File: config.mk
export PLATFORM = sky130hd
export DESIGN_NAME = number_to_ascii_digits
export DESIGN_NICKNAME = d
export VERILOG_FILES = /design/src/rtl/core/na_pkg.sv /design/src/rtl/core/number_to_ascii_digits.sv /design/src/rtl/core/na_datapath.sv /design/src/rtl/core/na_control.sv
export SDC_FILE = /design/constraint.sdc
export NUM_CORES = 1
export LEC_CHECK = 0
export ABC_CLOCK_PERIOD_IN_PS = 9500
export BUFFER_PORTS_ARGS = -buffer_cell sky130_fd_sc_hd__buf_2
export CORE_ASPECT_RATIO = 1.25
export CORE_UTILIZATION = 65
export CTS_BUF_LIST = sky130_fd_sc_hd__clkbuf_2
export CTS_CLUSTER_SIZE = 12
export DETAILED_ROUTE_END_ITERATION = 6
export PLACE_DENSITY_LB_ADDON = 0.08
export SETUP_SLACK_MARGIN = 0.2
export SLEW_MARGIN = 10
export SYNTH_ARGS = -nofsm -noshare
export SYNTH_HDL_FRONTEND = slang
export SYNTH_SLANG_ARGS = --single-unit
File: constraint.sdc
create_clock -name clock -period 9.5 [get_ports clock]
set_clock_uncertainty 0.2 [all_clocks]
set_input_delay 1.9 -clock clock [delete_from_list [all_inputs] [get_ports clock]]
set_output_delay 1.9 -clock clock [all_outputs]
set_load 0.05 [all_outputs]
File: src/rtl/core/na_pkg.sv
package na_pkg;

   localparam int VALUE_BITS_DEFAULT = 32;
   localparam int REQ_VALUE_WIDTH = 32;
   localparam int MAX_DIGITS = 10;
   localparam int DIGIT_BITS = 4 * MAX_DIGITS;
   localparam int LEFT_WIDTH = $clog2(MAX_DIGITS + 1);

   localparam logic [1:0] CMD_DECIMAL = 2'd0;
   localparam logic [1:0] CMD_HEX     = 2'd1;
   localparam logic [1:0] CMD_PAD2    = 2'd2;

   localparam logic [6:0] CHAR_ZERO = 7'h30;
   localparam logic [6:0] CHAR_A    = 7'h41;
   localparam logic [3:0] DEC_BASE  = 4'hA;

   typedef enum logic [1:0] {
      ST_IDLE,
      ST_CONVERT,
      ST_SKIP,
      ST_EMIT
   } state_type;

   typedef struct packed {
      logic load;
      logic step;
      logic shift;
   } dp_cmd_type;

   typedef struct packed {
      logic hex;
      logic conv_done;
      logic top_zero;
      logic at_floor;
      logic at_last;
   } dp_status_type;

endpackage

File: src/rtl/core/number_to_ascii_digits.sv
// channel   ports                          handshake
// request   req_cmd, req_value             start high while busy low
// result    rsp_digit_char, rsp_last       rsp_valid, one digit per cycle
//
// decimal: VALUE_BITS (capped at 32) double-dabble steps, one per cycle, then
// leading zero digits are skipped one per cycle, the skip is left and the
// digits are sent one per cycle
// hex: the value is loaded as hex digits in place of the steps, then skip and send as above
// reset clears the sequencer only; the receiver cannot stall, so each digit
// is shown for exactly one cycle and busy stays high until the last one
module number_to_ascii_digits
   import na_pkg::*;
#(
   parameter int VALUE_BITS = VALUE_BITS_DEFAULT
) (
   input  logic                       clock,
   input  logic                       reset,
   input  logic                       start,
   output logic                       busy,
   input  logic [1:0]                 req_cmd,
   input  logic [REQ_VALUE_WIDTH-1:0] req_value,
   output logic                       rsp_valid,
   output logic [6:0]                 rsp_digit_char,
   output logic                       rsp_last
);

   dp_cmd_type    cmd;
   dp_status_type status;

   na_control u_control (
      .clock     (clock),
      .reset     (reset),
      .start     (start),
      .status    (status),
      .cmd       (cmd),
      .busy      (busy),
      .rsp_valid (rsp_valid)
   );

   na_datapath #(
      .VALUE_BITS (VALUE_BITS)
   ) u_datapath (
      .clock          (clock),
      .cmd            (cmd),
      .req_cmd        (req_cmd),
      .req_value      (req_value),
      .status         (status),
      .rsp_digit_char (rsp_digit_char),
      .rsp_last       (rsp_last)
   );

endmodule

File: src/rtl/core/na_datapath.sv
module na_datapath
   import na_pkg::*;
#(
   parameter int VALUE_BITS = VALUE_BITS_DEFAULT
) (
   input  logic                       clock,
   input  dp_cmd_type                 cmd,
   input  logic [1:0]                 req_cmd,
   input  logic [REQ_VALUE_WIDTH-1:0] req_value,
   output dp_status_type              status,
   output logic [6:0]                 rsp_digit_char,
   output logic                       rsp_last
);

   localparam int EFF_BITS = (VALUE_BITS < REQ_VALUE_WIDTH) ? VALUE_BITS : REQ_VALUE_WIDTH;
   localparam int STEP_WIDTH = $clog2(EFF_BITS);
   localparam logic [STEP_WIDTH-1:0] LAST_STEP = STEP_WIDTH'(EFF_BITS - 1);

   logic [EFF_BITS-1:0]   value_ff, value_in;
   logic [DIGIT_BITS-1:0] digits_ff, digits_in, adjusted;
   logic [STEP_WIDTH-1:0] step_ff, step_in;
   logic [LEFT_WIDTH-1:0] left_ff, left_in;
   logic                  hex_ff, hex_in;
   logic                  pad_ff, pad_in;
   logic [3:0]            top;

   // add three to every bcd digit of five or more
   always_comb begin
      for (int i = 0; i < MAX_DIGITS; i++) begin
         if (digits_ff[4*i +: 4] >= 4'd5) begin
            adjusted[4*i +: 4] = digits_ff[4*i +: 4] + 4'd3;
         end else begin
            adjusted[4*i +: 4] = digits_ff[4*i +: 4];
         end
      end
   end

   always_comb begin
      value_in  = value_ff;
      digits_in = digits_ff;
      step_in   = step_ff;
      left_in   = left_ff;
      hex_in    = hex_ff;
      pad_in    = pad_ff;
      if (cmd.load) begin
         value_in = req_value[EFF_BITS-1:0];
         step_in  = '0;
         left_in  = LEFT_WIDTH'(MAX_DIGITS);
         hex_in   = (req_cmd == CMD_HEX);
         pad_in   = (req_cmd == CMD_PAD2);
         if (req_cmd == CMD_HEX) begin
            digits_in = {{(DIGIT_BITS-EFF_BITS){1'b0}}, req_value[EFF_BITS-1:0]};
         end else begin
            digits_in = '0;
         end
      end else if (cmd.step) begin
         digits_in = {adjusted[DIGIT_BITS-2:0], value_ff[EFF_BITS-1]};
         value_in  = {value_ff[EFF_BITS-2:0], 1'b0};
         step_in   = step_ff + 1'b1;
      end else if (cmd.shift) begin
         digits_in = {digits_ff[DIGIT_BITS-5:0], 4'h0};
         left_in   = left_ff - 1'b1;
      end
   end

   always_ff @(posedge clock) begin
      value_ff  <= value_in;
      digits_ff <= digits_in;
      step_ff   <= step_in;
      left_ff   <= left_in;
      hex_ff    <= hex_in;
      pad_ff    <= pad_in;
   end

   assign top = digits_ff[DIGIT_BITS-1 -: 4];

   always_comb begin
      status.hex       = hex_ff;
      status.conv_done = (step_ff == LAST_STEP);
      status.top_zero  = (top == 4'h0);
      status.at_last   = (left_ff == LEFT_WIDTH'(1));
      status.at_floor  = pad_ff ? (left_ff == LEFT_WIDTH'(2)) : (left_ff == LEFT_WIDTH'(1));
   end

   always_comb begin
      if (top < DEC_BASE) begin
         rsp_digit_char = CHAR_ZERO + {3'b000, top};
      end else begin
         rsp_digit_char = CHAR_A + {3'b000, top - DEC_BASE};
      end
   end

   assign rsp_last = status.at_last;

endmodule

File: src/rtl/core/na_control.sv
module na_control
   import na_pkg::*;
(
   input  logic          clock,
   input  logic          reset,
   input  logic          start,
   input  dp_status_type status,
   output dp_cmd_type    cmd,
   output logic          busy,
   output logic          rsp_valid
);

   state_type state_ff, state_in;

   always_comb begin
      state_in = state_ff;
      case (state_ff)
         ST_IDLE: begin
            if (start) begin
               state_in = ST_CONVERT;
            end
         end
         ST_CONVERT: begin
            if (status.hex || status.conv_done) begin
               state_in = ST_SKIP;
            end
         end
         ST_SKIP: begin
            if (!status.top_zero || status.at_floor) begin
               state_in = ST_EMIT;
            end
         end
         ST_EMIT: begin
            if (status.at_last) begin
               state_in = ST_IDLE;
            end
         end
         default: state_in = ST_IDLE;
      endcase
   end

   always_comb begin
      cmd       = '0;
      busy      = 1'b1;
      rsp_valid = 1'b0;
      case (state_ff)
         ST_IDLE: begin
            busy     = 1'b0;
            cmd.load = start;
         end
         ST_CONVERT: begin
            cmd.step = !status.hex;
         end
         ST_SKIP: begin
            cmd.shift = status.top_zero && !status.at_floor;
         end
         ST_EMIT: begin
            cmd.shift = 1'b1;
            rsp_valid = 1'b1;
         end
         default: busy = 1'b1;
      endcase
   end

   always_ff @(posedge clock) begin
      if (reset) begin
         state_ff <= ST_IDLE;
      end else begin
         state_ff <= state_in;
      end
   end

endmodule

Word level (Yosys, flattened, before mapping)
Cells that the tools add are included.
- reduce and logical (&&, ||, !) cells: 12
- $add $sub $neg: 15
- bitwise gates (word level): 1
- eq/ne operators: 12
- muxes and demuxes: 28
- magnitude comparators: 11
- operators by type and width (cell ; number):
    $mux W40 ; 3
    $mux W32 ; 3
    $ge A4 B3 Y1 const B ; 10
    $add A4 B2 Y4 const B ; 9
    $mux W4 ; 9
    $mux W2 ; 4
    $pmux W2 S4 ; 1
    $add A6 B4 Y7 const A ; 1
    $add A7 B4 Y7 const A ; 1
    $mux W7 ; 1
    $eq A2 B2 Y1 const B ; 3
    $add A5 B1 Y5 const B ; 1
    $eq A5 B5 Y1 const B ; 1
    $mux W1 ; 5
    $eq A2 B1 Y1 const B ; 2
    $eq A4 B1 Y1 const B ; 1
    $eq A4 B2 Y1 const B ; 1
    $logic_not A4 Y1 ; 1
    $lt A4 B4 Y1 const B ; 1
    $ne A2 B1 Y1 const B ; 2
    $ne A2 B2 Y1 const B ; 2
    $reduce_and A4 Y1 ; 1
    $sub A4 B1 Y4 const B ; 1
    $sub A4 B4 Y4 const B ; 1
    other kinds (11) ; 14
- output and inout port bits: 10
- bits in registers: 85

Logic depth before layout (Yosys ltp)
- word-level depth: 8
- depth in mapped cells: 9
- mapped depth without buffers: 7

Modules after synthesis
From an unflattened synthesis, not the netlist that was laid out.
- cell total of the unflattened synthesis: 473
- area total of the unflattened synthesis: 5034.8 um^2
- by module, submodules not included (module ; area an instance (um^2) ; cells each ; instances):
    na_datapath ; 4814.6 ; 449 ; 1
    na_control ; 220.2 ; 24 ; 1

Least setup slack after synthesis
Ideal clock, no wire load.
- path type: flip-flop to output port
- start point: register u_datapath.digits_ff[38]
- end point: output port rsp_digit_char[0]
- stages on the path, launching flop included: 6
- slack: 4.652 ns
- arrival time: 2.748 ns
- required time: 7.400 ns
- buffers on the path: 1
- path through: edfxtp_1 -> clkbuf_2 -> nor2_1 -> nor2b_1 -> inv_1 -> xnor2_1
- cells in the longest elaborated chain, start to end: 2
- RTL lines (what ; line ; source):
    start: declaration ; na_datapath.sv:20 ; logic [DIGIT_BITS-1:0] digits_ff, digits_in, adjusted;
    start signal: assignment ; na_datapath.sv:68 ; digits_ff <= digits_in;
    $lt A4 B4 Y1 ; na_datapath.sv:86 ; if (top < DEC_BASE) begin
    $mux W7 ; na_datapath.sv:86 ;
    end: declaration ; number_to_ascii_digits.sv:23 ; output logic [6:0] rsp_digit_char,
Every way passes these cells.

Final worst setup path
- start point: register u_datapath.digits_ff[37]
- end point: output port rsp_digit_char[2]
- cells in the longest elaborated chain, start to end: 3
- elaborated cells between the ends (all ways): 5
- RTL lines (what ; line ; source):
    $sub A4 B4 Y4 ; na_datapath.sv:89 ; rsp_digit_char = CHAR_A + {3'b000, top - DEC_BASE};
    $add A7 B4 Y7 ; na_datapath.sv:89 ;
    $mux W7 (*) ; na_datapath.sv:86 ;
Mark *: on every way between the ends. The rest lies on a longest branch, timed or not.

==> summary.md <==
| Metric | Value |
|---|---|
| Sequential area share after synthesis | 48.0% |
| Std cell rows | 35 |
| Iter 0 DRT Violations | 258 |
| GRT Residual Overflow | 0 |
| Fmax | 242 MHz |
| Post-synthesis cell type count | 45 |
| Post-synth EDFFs | 74 |
| Tmin final | 4130 ps |
| CTS Sinks | 85 |
| Reg2Reg Setup Slack | 6030 ps |
| I/O Buffers | 46 |
| ANT cells | 0 |
| DR vias/cell | 5.72 |
| RSZ-0062 raised after global routing | no |
| Crit. End Element | output pin |
| Req. time, crit path | 7400 ps |
| Relative slew slack | 29.0% |
| Tcrit/Tclk final | 43.4% |
| TritonCTS Buffers | 9 |
| Largest net degree at the start of global routing | 66 |
| Die footprint | 8190 sq um |
| Setup repair bufs after CTS | 0 |
| Deepest clock path buffer count | 2 |
| R2r worst-path depth | 5 |
| GPL Wtd Cong | 0.866 |
| Vias in the first global route | 3820 |
| Core Area | 7490 sq um |
| PD cells | 369 nW/um^2 |
| Clock root buffer | clkbuf_2 |
| First-pass GRT wire length | 17000 um |
| Register share of total power | 41.4% |
| Post-route cell area | 5480 sq um |
| Top Ports | 47 |
| Post-CTS Resized | 0 |
| P_sw | 910 uW |
| Number of vias in the routed layout | 4011 |
| Final hold vios | 0 |
| Fin cells | 701 |
| Mapped Avg Cell Area | 8.93 sq um |
| Syn Std Cell Area | 5090 sq um |
| Status | completed |
| Syn nets | 640 |
| Die Wd | 81.2 um |
| P_leak | 0.00231 uW |
| CP Class | reg -> out |
| Area Overhead vs Synth | 7.62% |
| Ys async rst share | 0% |
| Antenna-violating nets left | 0 |
| Antenna violations before repair | 0 |
| Final setup vio count | 0 |
| Synth Warn # | 0 |
| Pre-antenna DRT Iters | 5 |
| Setup_tns | 0 ps |
| Placed Cells | 685 |
| Logic gate share of total power | 49.6% |
| Final Max Tran Viols | 0 |
| CTS tree | yes |
| Pint | 1110 uW |
| Critical R2R Launch | u_control.state_ff[1] |
| Starting Density | 68.0% |
| #FFs+latches synth | 85 |
| Overall Global Routing Usage | 27.4% |
| Worst slew pin tran | 1060 ps |
| Ratio of cells with drive above 1 in the final layout | 12.5% |
| Sw frac | 45.1% |
| R2R Path End | u_datapath.digits_ff[13] |
| HP Start | u_datapath.step_ff[4] |
| CP Launch Type | register |
| Routed wire per std cell | 14.6 um |
| CP Max Fanout | 6 |
| Die Span Y | 101 um |
| Hold Crit Class | reg -> reg |
| VDD IR max | 0.000308 V |
| Hold Buf Count CTS | 0 |
| Max-Cap Viols | 0 |
| DRC | 0 |
| Placed cell areas | 5370 sq um |
| Gate Count Post-Synth | 570 |
| Fillers | 572 |
| Clk network pwr share | 9.0% |
| Hold path depth | 2 |
| Worst EP arrival | 2030 ps |
| Clk slew on worst S/H paths | 210 ps |
| Detailed Place HPWL | 6960 um |
| Worst-skew pair later-pin latency | 530 ps |
| Worst Hold Path EP | u_datapath.step_ff[4] |
| Nets | 674 |
| Top FF cell, synth | edfxtp_1 |
| WL final | 10200 um |
| Htree depth | 3 |
[through the flow]
step / setup slack [ps] / power (uW) / hold slack, ps / utilization [%]
4_1_cts: 5330 / 2030 / 285 / 73.2
3_3_place_gp: 4930 / 1790 / 246 / 71.7
5_1_grt: 5210 / 2190 / 320 / 73.2
3_5_place_dp: 4910 / 1850 / 262 / 71.7
6_report: 5370 / 2020 / 283 / 73.2
2_1_floorplan: 4650 / 1600 / 241 / -
[how the worst max path moves through the flow]
stage / from / to / slack (ps) / cells after the start
floorplan: u_datapath.digits_ff[38] / rsp_digit_char[0] / 4650 / 5
global placement: start / u_datapath.digits_ff[12] / 4930 / 6
detailed placement: start / u_datapath.digits_ff[28] / 4910 / 6
CTS: u_datapath.digits_ff[37] / rsp_digit_char[2] / 5330 / 5
global route: u_datapath.digits_ff[38] / rsp_digit_char[2] / 5210 / 5
finish: u_datapath.digits_ff[37] / rsp_digit_char[2] / 5370 / 5
[layout make-up]
type / instances / area, sq um / share of cell area [%]
clock inverters: 4 / 48.8 / 0.891
well taps: 92 / 115 / 2.10
clock buffers: 12 / 60.1 / 1.10
flip-flops and latches: 85 / 2440 / 44.6
multi-input cells: 426 / 2430 / 44.3
inverters: 31 / 116 / 2.12
repair buffers: 51 / 268 / 4.89
[critical path: stages, from the launching register on]
cell      delay (ps)
edfxtp_1         480
inv_1            180
ha_1             280
xor2_1           150
a21oi_1          140
buf_2            280
[metal layers]
metal	vias to the layer above	GRT usage, %	part of all wire, %
met5	-	0	0
met4	0	9.07	1.2
met2	112	48.4	51
met3	13	5.07	4.9
li1	2030	-	-
met1	1856	33.3	43
[synthesized netlist by cell type, drive strengths merged, types with 4 or more instances]
cell      n  area [sq um]
o21ai    42           210
nand2   148           556
clkbuf   21          80.1
xnor2    15           131
and2      6          37.5
a21oi    77           385
nand2b   10          62.6
edfxtp   74          2220
ha       33           413
a22o      5          43.8
nor3      5          25.0
nor2b     6          37.5
a31oi     4          40.0
dfxtp    11           220
nor3b     7          52.6
buf       7          33.8
mux2i     4          40.0
nor2     32           123
inv      31           116
a211oi    5          37.5
[flip-flops by register name (all words and copies together), names as in the netlist]
| register | flops |
|---|---|
| u_control.state_ff | 2 |
| u_datapath.left_ff | 4 |
| u_datapath.pad_ff | 1 |
| u_datapath.digits_ff | 40 |
| u_datapath.step_ff | 5 |
| u_datapath.value_ff | 32 |
| u_datapath.hex_ff | 1 |
[power by group through the flow]
| stage | registers, uW | clock network (uW) | logic (uW) |
|---|---|---|---|
| 2_1_floorplan | 799 | 0 | 804 |
| 3_5_place_dp | 846 | 0 | 1000 |
| 4_1_cts | 835 | 185 | 1010 |
| 3_3_place_gp | 834 | 0 | 955 |
| 6_report | 836 | 181 | 1000 |
| 5_1_grt | 862 | 197 | 1130 |
[cells by family after synthesis]
logic type / Yosys count / share of synthesized area, %
fa+ha+maj: 33 / 8.11
flops: 85 / 48.0
xor+xnor: 18 / 3.10
simple gates: 226 / 19.5
mux: 4 / 0.786
buf+inv: 59 / 4.52
compound gates: 145 / 16.0
[placed cells by master, fill, tap and decap left out, types with 7 or more instances in the layout]
cell type and instances:
o21ai_0 42, edfxtp_1 74, nor3b_1 7, buf_2 46, ha_1 33, xnor2_1 15, nand2b_1 10, nand2_1 147
a21oi_1 77, clkbuf_2 12, inv_1 30, dfxtp_1 11, nor2_1 31
No activity file was read; power rests on OpenSTA's default activity.
